**src/rtl/core/sleb_pkg.sv**
```systemverilog
package sleb_pkg;

  localparam logic [7:0] CH_BACKSPACE = 8'd8;
  localparam logic [7:0] CH_ESCAPE    = 8'd27;
  localparam logic [7:0] CH_RETURN    = 8'd13;
  localparam logic [7:0] CH_DOLLAR    = 8'd36;
  localparam logic [7:0] CH_QUESTION  = 8'd63;

  localparam logic [1:0] OP_STORE = 2'd0;
  localparam logic [1:0] OP_BACK  = 2'd1;
  localparam logic [1:0] OP_ESC   = 2'd2;
  localparam logic [1:0] OP_EXEC  = 2'd3;

  typedef struct packed {
    logic [1:0] op;
    logic [7:0] data;
  } cmd_t;

endpackage

```
**src/rtl/core/sleb_in_if.sv**
```systemverilog
interface sleb_in_if;
  logic       valid;
  logic       ready;
  logic [7:0] rx_byte;

  modport source (output valid, output rx_byte, input ready);
  modport sink (input valid, input rx_byte, output ready);
endinterface

```
**src/rtl/core/sleb_out_if.sv**
```systemverilog
interface sleb_out_if;
  logic       valid;
  logic       ready;
  logic [7:0] cmd_byte;
  logic       has_byte;
  logic       line_end;
  logic       overflow_seen;

  modport source (output valid, output cmd_byte, output has_byte, output line_end,
                  output overflow_seen, input ready);
  modport sink (input valid, input cmd_byte, input has_byte, input line_end,
                input overflow_seen, output ready);
endinterface

```
**src/rtl/core/serial_line_edit_buffer.sv**
```systemverilog
// Line-editing receive buffer: received bytes enter through a two-word queue and
// are stored, edited (backspace, escape) or executed (carriage return) one word per
// cycle outside a line drain, so ordinary characters are taken every cycle while
// a line's last word waits at the output. A carriage return drains the pending
// line oldest first, each byte read from the line memory into a register and then
// loaded into the output register once free; an empty line yields one terminator
// word. At most BUFFER_DEPTH - 1 bytes are pending; further bytes are dropped and
// flagged on the line's last word. The line memory needs no clearing after reset.
module serial_line_edit_buffer
  import sleb_pkg::*;
#(
  parameter int BUFFER_DEPTH = 32
) (
  input  logic       clk,
  input  logic       rst_n,
  sleb_in_if.sink    in_ch,
  sleb_out_if.source out_ch
);

  logic push_valid, push_ready;
  cmd_t push_cmd;
  logic pop_valid, pop_ready;
  cmd_t pop_cmd;

  sleb_front u_front (
    .in_ch      (in_ch),
    .push_valid (push_valid),
    .push_cmd   (push_cmd),
    .push_ready (push_ready)
  );

  sleb_queue u_queue (
    .clk        (clk),
    .rst_n      (rst_n),
    .push_valid (push_valid),
    .push_cmd   (push_cmd),
    .push_ready (push_ready),
    .pop_valid  (pop_valid),
    .pop_cmd    (pop_cmd),
    .pop_ready  (pop_ready)
  );

  sleb_back #(
    .BUFFER_DEPTH (BUFFER_DEPTH)
  ) u_back (
    .clk       (clk),
    .rst_n     (rst_n),
    .cmd_valid (pop_valid),
    .cmd       (pop_cmd),
    .cmd_ready (pop_ready),
    .out_ch    (out_ch)
  );

endmodule

```
**src/rtl/core/sleb_front.sv**
```systemverilog
module sleb_front
  import sleb_pkg::*;
(
  sleb_in_if.sink in_ch,
  output logic    push_valid,
  output cmd_t    push_cmd,
  input  logic    push_ready
);

  logic ignored;

  // '$' and '?' are consumed without reaching the queue
  assign ignored = (in_ch.rx_byte == CH_DOLLAR) || (in_ch.rx_byte == CH_QUESTION);

  always_comb begin
    push_cmd.data = in_ch.rx_byte;
    case (in_ch.rx_byte)
      CH_BACKSPACE: push_cmd.op = OP_BACK;
      CH_ESCAPE:    push_cmd.op = OP_ESC;
      CH_RETURN:    push_cmd.op = OP_EXEC;
      default:      push_cmd.op = OP_STORE;
    endcase
  end

  assign push_valid  = in_ch.valid && !ignored;
  assign in_ch.ready = push_ready;

endmodule

```
**src/rtl/core/sleb_queue.sv**
```systemverilog
module sleb_queue
  import sleb_pkg::*;
(
  input  logic clk,
  input  logic rst_n,
  input  logic push_valid,
  input  cmd_t push_cmd,
  output logic push_ready,
  output logic pop_valid,
  output cmd_t pop_cmd,
  input  logic pop_ready
);

  cmd_t       slot_r [2];
  logic       head_r, head_nxt;
  logic [1:0] count_r, count_nxt;
  logic       push, pop;
  logic       wr_idx;

  assign push_ready = (count_r != 2'd2);
  assign pop_valid  = (count_r != 2'd0);
  assign pop_cmd    = slot_r[head_r];
  assign push       = push_valid && push_ready;
  assign pop        = pop_valid && pop_ready;
  assign wr_idx     = head_r ^ count_r[0];

  always_comb begin
    head_nxt  = pop ? ~head_r : head_r;
    count_nxt = count_r + {1'b0, push} - {1'b0, pop};
  end

  always_ff @(posedge clk) begin
    if (!rst_n) begin
      head_r  <= 1'b0;
      count_r <= 2'd0;
    end else begin
      head_r  <= head_nxt;
      count_r <= count_nxt;
    end
  end

  always_ff @(posedge clk) begin
    if (push) begin
      slot_r[wr_idx] <= push_cmd;
    end
  end

endmodule

```
**src/rtl/core/sleb_back.sv**
```systemverilog
module sleb_back
  import sleb_pkg::*;
#(
  parameter int BUFFER_DEPTH = 32
) (
  input  logic        clk,
  input  logic        rst_n,
  input  logic        cmd_valid,
  input  cmd_t        cmd,
  output logic        cmd_ready,
  sleb_out_if.source  out_ch
);

  localparam int PW = $clog2(BUFFER_DEPTH);
  localparam logic [PW-1:0] LAST_SLOT = PW'(BUFFER_DEPTH - 1);

  localparam logic [1:0] ST_IDLE = 2'd0;
  localparam logic [1:0] ST_READ = 2'd1;
  localparam logic [1:0] ST_EMIT = 2'd2;
  localparam logic [1:0] ST_TERM = 2'd3;

  function automatic logic [PW-1:0] ring_next(input logic [PW-1:0] p);
    ring_next = (p == LAST_SLOT) ? '0 : p + 1'b1;
  endfunction

  function automatic logic [PW-1:0] ring_prev(input logic [PW-1:0] p);
    ring_prev = (p == '0) ? LAST_SLOT : p - 1'b1;
  endfunction

  logic [7:0]    mem [BUFFER_DEPTH];
  logic [7:0]    rdata_r;
  logic [1:0]    state_r, state_nxt;
  logic [PW-1:0] wp_r, wp_nxt;
  logic [PW-1:0] rp_r, rp_nxt;
  logic [PW-1:0] ptr_r, ptr_nxt;
  logic          ovf_r, ovf_nxt;
  logic          out_valid_r, out_valid_nxt;
  logic [7:0]    out_byte_r, out_byte_nxt;
  logic          out_has_r, out_has_nxt;
  logic          out_last_r, out_last_nxt;
  logic          out_ovf_r, out_ovf_nxt;
  logic          load;
  logic          slot_free;
  logic          mem_we;
  logic [PW-1:0] wp_inc;
  logic          is_last;

  assign cmd_ready = (state_r == ST_IDLE);
  assign slot_free = !out_valid_r || out_ch.ready;
  assign wp_inc    = ring_next(wp_r);
  assign is_last   = (ptr_r == wp_r);

  always_comb begin
    state_nxt    = state_r;
    wp_nxt       = wp_r;
    rp_nxt       = rp_r;
    ptr_nxt      = ptr_r;
    ovf_nxt      = ovf_r;
    mem_we       = 1'b0;
    load         = 1'b0;
    out_byte_nxt = out_byte_r;
    out_has_nxt  = out_has_r;
    out_last_nxt = out_last_r;
    out_ovf_nxt  = out_ovf_r;
    case (state_r)
      ST_IDLE: begin
        if (cmd_valid) begin
          case (cmd.op)
            OP_STORE: begin
              if (wp_inc == rp_r) begin
                ovf_nxt = 1'b1;
              end else begin
                wp_nxt = wp_inc;
                mem_we = 1'b1;
              end
            end
            OP_BACK: begin
              if (wp_r != rp_r) begin
                wp_nxt = ring_prev(wp_r);
              end
            end
            OP_ESC: begin
              wp_nxt = rp_r;
            end
            OP_EXEC: begin
              if (wp_r == rp_r) begin
                state_nxt = ST_TERM;
              end else begin
                ptr_nxt   = rp_r;
                state_nxt = ST_READ;
              end
            end
            default: begin
              state_nxt = ST_IDLE;
            end
          endcase
        end
      end
      ST_READ: begin
        ptr_nxt   = ring_next(ptr_r);
        state_nxt = ST_EMIT;
      end
      ST_EMIT: begin
        if (slot_free) begin
          load         = 1'b1;
          out_byte_nxt = rdata_r;
          out_has_nxt  = 1'b1;
          out_last_nxt = is_last;
          out_ovf_nxt  = is_last && ovf_r;
          if (is_last) begin
            rp_nxt    = wp_r;
            ovf_nxt   = 1'b0;
            state_nxt = ST_IDLE;
          end else begin
            state_nxt = ST_READ;
          end
        end
      end
      ST_TERM: begin
        if (slot_free) begin
          load         = 1'b1;
          out_byte_nxt = 8'd0;
          out_has_nxt  = 1'b0;
          out_last_nxt = 1'b1;
          out_ovf_nxt  = ovf_r;
          ovf_nxt      = 1'b0;
          state_nxt    = ST_IDLE;
        end
      end
      default: begin
        state_nxt = ST_IDLE;
      end
    endcase
    out_valid_nxt = load || (out_valid_r && !out_ch.ready);
  end

  always_ff @(posedge clk) begin
    if (!rst_n) begin
      state_r     <= ST_IDLE;
      wp_r        <= '0;
      rp_r        <= '0;
      ptr_r       <= '0;
      ovf_r       <= 1'b0;
      out_valid_r <= 1'b0;
    end else begin
      state_r     <= state_nxt;
      wp_r        <= wp_nxt;
      rp_r        <= rp_nxt;
      ptr_r       <= ptr_nxt;
      ovf_r       <= ovf_nxt;
      out_valid_r <= out_valid_nxt;
    end
  end

  always_ff @(posedge clk) begin
    out_byte_r <= out_byte_nxt;
    out_has_r  <= out_has_nxt;
    out_last_r <= out_last_nxt;
    out_ovf_r  <= out_ovf_nxt;
  end

  // line memory, one write and one registered read port
  // read data is held while the output stalls
  always_ff @(posedge clk) begin
    if (mem_we) begin
      mem[wp_inc] <= cmd.data;
    end
    if (state_r == ST_READ) begin
      rdata_r <= mem[ring_next(ptr_r)];
    end
  end

  assign out_ch.valid         = out_valid_r;
  assign out_ch.cmd_byte      = out_byte_r;
  assign out_ch.has_byte      = out_has_r;
  assign out_ch.line_end      = out_last_r;
  assign out_ch.overflow_seen = out_ovf_r;

endmodule

```
**src/flat_wrapper.sv**
```systemverilog
// flat-port wrapper written by rule: the top's interface ports become plain ports
module serial_line_edit_buffer_flat import sleb_pkg::*;
#(
  parameter int BUFFER_DEPTH = 32
)
  (clk, rst_n, in_ch_valid, in_ch_rx_byte, in_ch_ready, out_ch_valid, out_ch_cmd_byte, out_ch_has_byte, out_ch_line_end, out_ch_overflow_seen, out_ch_ready);
  sleb_in_if in_ch_i ();
  sleb_out_if out_ch_i ();
  input  logic clk;
  input  logic rst_n;
  input wire logic [$bits(in_ch_i.valid)-1:0] in_ch_valid;
  input wire logic [$bits(in_ch_i.rx_byte)-1:0] in_ch_rx_byte;
  output wire logic [$bits(in_ch_i.ready)-1:0] in_ch_ready;
  output wire logic [$bits(out_ch_i.valid)-1:0] out_ch_valid;
  output wire logic [$bits(out_ch_i.cmd_byte)-1:0] out_ch_cmd_byte;
  output wire logic [$bits(out_ch_i.has_byte)-1:0] out_ch_has_byte;
  output wire logic [$bits(out_ch_i.line_end)-1:0] out_ch_line_end;
  output wire logic [$bits(out_ch_i.overflow_seen)-1:0] out_ch_overflow_seen;
  input wire logic [$bits(out_ch_i.ready)-1:0] out_ch_ready;
  assign in_ch_i.valid = in_ch_valid;
  assign in_ch_i.rx_byte = in_ch_rx_byte;
  assign in_ch_ready = in_ch_i.ready;
  assign out_ch_valid = out_ch_i.valid;
  assign out_ch_cmd_byte = out_ch_i.cmd_byte;
  assign out_ch_has_byte = out_ch_i.has_byte;
  assign out_ch_line_end = out_ch_i.line_end;
  assign out_ch_overflow_seen = out_ch_i.overflow_seen;
  assign out_ch_i.ready = out_ch_ready;
  serial_line_edit_buffer #(.BUFFER_DEPTH(BUFFER_DEPTH)) u_core (.clk(clk), .rst_n(rst_n), .in_ch(in_ch_i), .out_ch(out_ch_i));
endmodule
```
**config.mk**
```make
export PLATFORM = sky130hd
export DESIGN_NAME = serial_line_edit_buffer_flat
export DESIGN_NICKNAME = d
export VERILOG_FILES = /design/src/rtl/core/sleb_pkg.sv /design/src/rtl/core/sleb_in_if.sv /design/src/rtl/core/sleb_out_if.sv /design/src/rtl/core/serial_line_edit_buffer.sv /design/src/rtl/core/sleb_front.sv /design/src/rtl/core/sleb_queue.sv /design/src/rtl/core/sleb_back.sv /design/src/flat_wrapper.sv
export SDC_FILE = /design/constraint.sdc
export NUM_CORES = 1
export LEC_CHECK = 0
export BUFFER_PORTS_ARGS = -buffer_cell sky130_fd_sc_hd__buf_2
export CORE_MARGIN = 3
export CORE_UTILIZATION = 40
export CTS_CLUSTER_DIAMETER = 100
export DETAILED_ROUTE_END_ITERATION = 16
export PLACE_DENSITY = 0.65
export SLEW_MARGIN = 20
export SYNTH_ARGS = -nofsm -noshare
export SYNTH_HDL_FRONTEND = slang
export SYNTH_SLANG_ARGS = --single-unit
```
**constraint.sdc**
```tcl
create_clock -name clk -period 7.69 [get_ports clk]
set_input_delay 0.3845 -clock clk [delete_from_list [all_inputs] [get_ports clk]]
set_output_delay 0.3845 -clock clk [all_outputs]
set_load 0.01 [all_outputs]
```
==> metrics.txt <==
global-route wire length before repair 47060 um; IO Port Bufs 24; Slew headroom 33.22%; total CTS buffers 34; hold_buf cts 0; Avg WL per Cell 22.43 um; worst hold path depth 1; top_reg_cell synth edfxtp_1; DIE AREA roughly 35000 um2; diodes inserted 0; status finished clean; r2r endpoint u_core.u_back.rdata_r[1]; Cell Rows 66; Post-DP HPWL between 15000 and 20000 um; Final Hold Fails 0; final WL between 30000 and 40000 um; cell with the most instances after synthesis edfxtp_1; Antenna Violating Nets Remaining 0; via density per instance 5.701; HP Start in_ch_rx_byte[6]; Req. time, crit path 7920 ps; post-CTS sizing 0; gpl congestion 0.8583; mapped cell area 13300 um2; CP Max Fanout 47; worst slew pin tran 998.1 ps; area delta synth->final 11.25%; initial core utilization 40.78%; EDFF count, synth 295; flops & latches, synth 318; Setup TNS Final 0 ps; pwr dens ~310 nW/um2; vias in the first global route 7670; delay of the slowest critical-path stage ~930 ps; DR iter-0 viols a little under 900; Hold Path End u_core.u_queue.slot_r[0][6]; core footprint 32620 um2; Critical Path, Cell by Cell ha_1 > and3_1 > ha_1 > buf_4 > nor2b_1 > buf_4 > and2_1 > a221oi_1 > nor2_1 > a2111oi_0 > o31ai_1; Cells after Synth roughly 890; FILL cells 2843; layout cells sized above 1 14.04%; Async SR Flop Fraction 0%; Post-CTS Setup Inserts 0; maxcap violations 0; CTS tree built; post-layout util 45.37%; Worst-Skew Late Latency 510 ps; Clock H-tree levels 2; WP data arrival roughly 4400 ps; clock root buffer clkbuf_16; synth top area cells edfxtp_1 67%, dfxtp_1 3.5%, mux4_2 2.9%; Overflow after GRT 0; fin. max-slew vios 0; Hold Path Class input port to register; RSZ-0062 raised after global routing false; CTS Buffer Depth 3; Buf/Inv on CP 2; syn nets 915; Yosys top cell area share between 60% and 70%; CP top delay family flip-flops; Critical Path End Type register; CTS Sinks roughly 320; fmax 241.5 MHz; worst reg-to-reg setup slack 3550 ps; reg2reg start u_core.u_back.ptr_r[0]; DIE HEIGHT around 190 um; area leader, netlist edfxtp_1; Syn. warnings 0; Nets 930; final setup vio count 0; DRC Markers 0; Initial DRT Pass Iterations 8; pin count of the biggest net entering global routing 49; Synth cell types between 60 and 70; slowest CP cell dfxtp_2; Worst-path clk slew 60 ps; # IOs 25; Setup crit start kind register; initial antenna violation count 0; Via Count ~7800; sequential element share of the synthesized area 70.06%; fin crit period between 4000 and 5000 ps; GR Util All Layers 17.24%; die width 188.4 um; Setup CP Type register to register; top post-synthesis cells by count 295 x edfxtp_1, 65 x nand2_1, 56 x nor2_1; skew final about 22 ps; ratio of final minimum period to clock period between 50% and 60%; syn avg cell area 14.91 um2; Static Leak 4.695 nW; Register-to-Register Path Depth 11; Max VDD drop 121.3 uV
worst max path at each step:
stage | from | end | cells past startpoint
floorplan | u_core.u_back.wp_r[0] | u_core.u_back.mem[13][0] | 10
global placement | u_core.u_back.ptr_r[0] | u_core.u_back.rdata_r[5] | 11
detailed placement | u_core.u_back.ptr_r[0] | u_core.u_back.rdata_r[1] | 11
CTS | u_core.u_back.ptr_r[0] | u_core.u_back.rdata_r[1] | 11
global route | u_core.u_back.ptr_r[0] | u_core.u_back.rdata_r[2] | 11
finish | u_core.u_back.ptr_r[0] | u_core.u_back.rdata_r[1] | 11
registers in the layout (all words and copies together), names as in the netlist, named ones only:
register                            flops
u_core.u_back.ptr_r                     5
u_core.u_queue.head_r                   1
u_core.u_queue.slot_r                  20
u_core.u_back.out_ch.has_byte           1
u_core.u_back.out_ch.valid              1
u_core.u_queue.count_r                  2
u_core.u_back.state_r                   2
u_core.u_back.wp_r                      5
u_core.u_back.mem                     256
u_core.u_back.ovf_r                     1
u_core.u_back.out_ch.overflow_seen      1
u_core.u_back.rp_r                      5
u_core.u_back.out_ch.line_end           1
u_core.u_back.rdata_r                   8
u_core.u_back.out_ch.cmd_byte           8
metal layers:
layer	vias up	GRT usage, %	routed length, um
met5	-	0	0
met4	0	5.786	974
met3	64	2.884	2196
met2	324	27.16	14220
met1	3876	24.53	13290
li1	3535	-	-
logic make-up (layout without fill, tap and decap cells):
kind of cell | Yosys count | in the layout | share of synthesized area (%)
fa+ha+maj | 11 | 11 | 1.035
buf+inv | 69 | 103 | 2.380
mux | 61 | 61 | 6.453
flops | 318 | 318 | 70.06
xor+xnor | 26 | 26 | 1.768
simple gates | 240 | 240 | 8.795
compound gates | 167 | 167 | 9.510
where the power goes:
group | switching [mW] | total [mW] | leakage, nW | internal [mW]
registers | 0.0790 | 2.25 | 2.84 | 2.17
logic | 0.585 | 0.846 | 1.37 | 0.261
clock network | 0.618 | 1.48 | 0.478 | 0.864
total | 1.28 | 4.58 | 4.70 | 3.30
per-stage QoR:
step           instance area [um2]  setup slack, ps  hold WS (ps)  instances  total power [mW]
4_1_cts                      14800             3580         69.72       1368             4.614
3_5_place_dp                 13810             3594         516.9       1313             3.139
5_1_grt                      14800             3135         75.15       1368             4.776
6_report                     14800             3549         89.82       1368             4.580
2_1_floorplan                13300             4792         478.3        892             2.825
3_3_place_gp                 13810             3757         505.5       1313             3.121
cell type report:
cell class | count | area [um2] | area share, %
Inverter | 13 | 48.80 | 0.3298
Multi-Input combinational cell | 505 | 3685 | 24.90
Clock inverter | 10 | 75.07 | 0.5073
Clock buffer | 45 | 913.4 | 6.172
Sequential cell | 318 | 9320 | 62.98
Timing Repair Buffer | 35 | 202.7 | 1.370
Tap cell | 442 | 553.0 | 3.737
placed cells by master (no fill, tap or decap), types with 11 or more instances in the layout:
cell type    n
nand4_1     11
edfxtp_1   295
buf_2       24
mux2_2      21
xnor2_1     16
nor2_1      56
dfxtp_1     22
buf_4       11
o21ai_0     33
nand3_1     39
nor2b_1     13
nand2_1     65
a221oi_1    27
mux4_2      17
clkbuf_16   35
and2_1      15
inv_1       13
a21oi_1     13
mux2i_1     16
ha_1        11
Note: power is estimated with default switching activity, not from simulation.
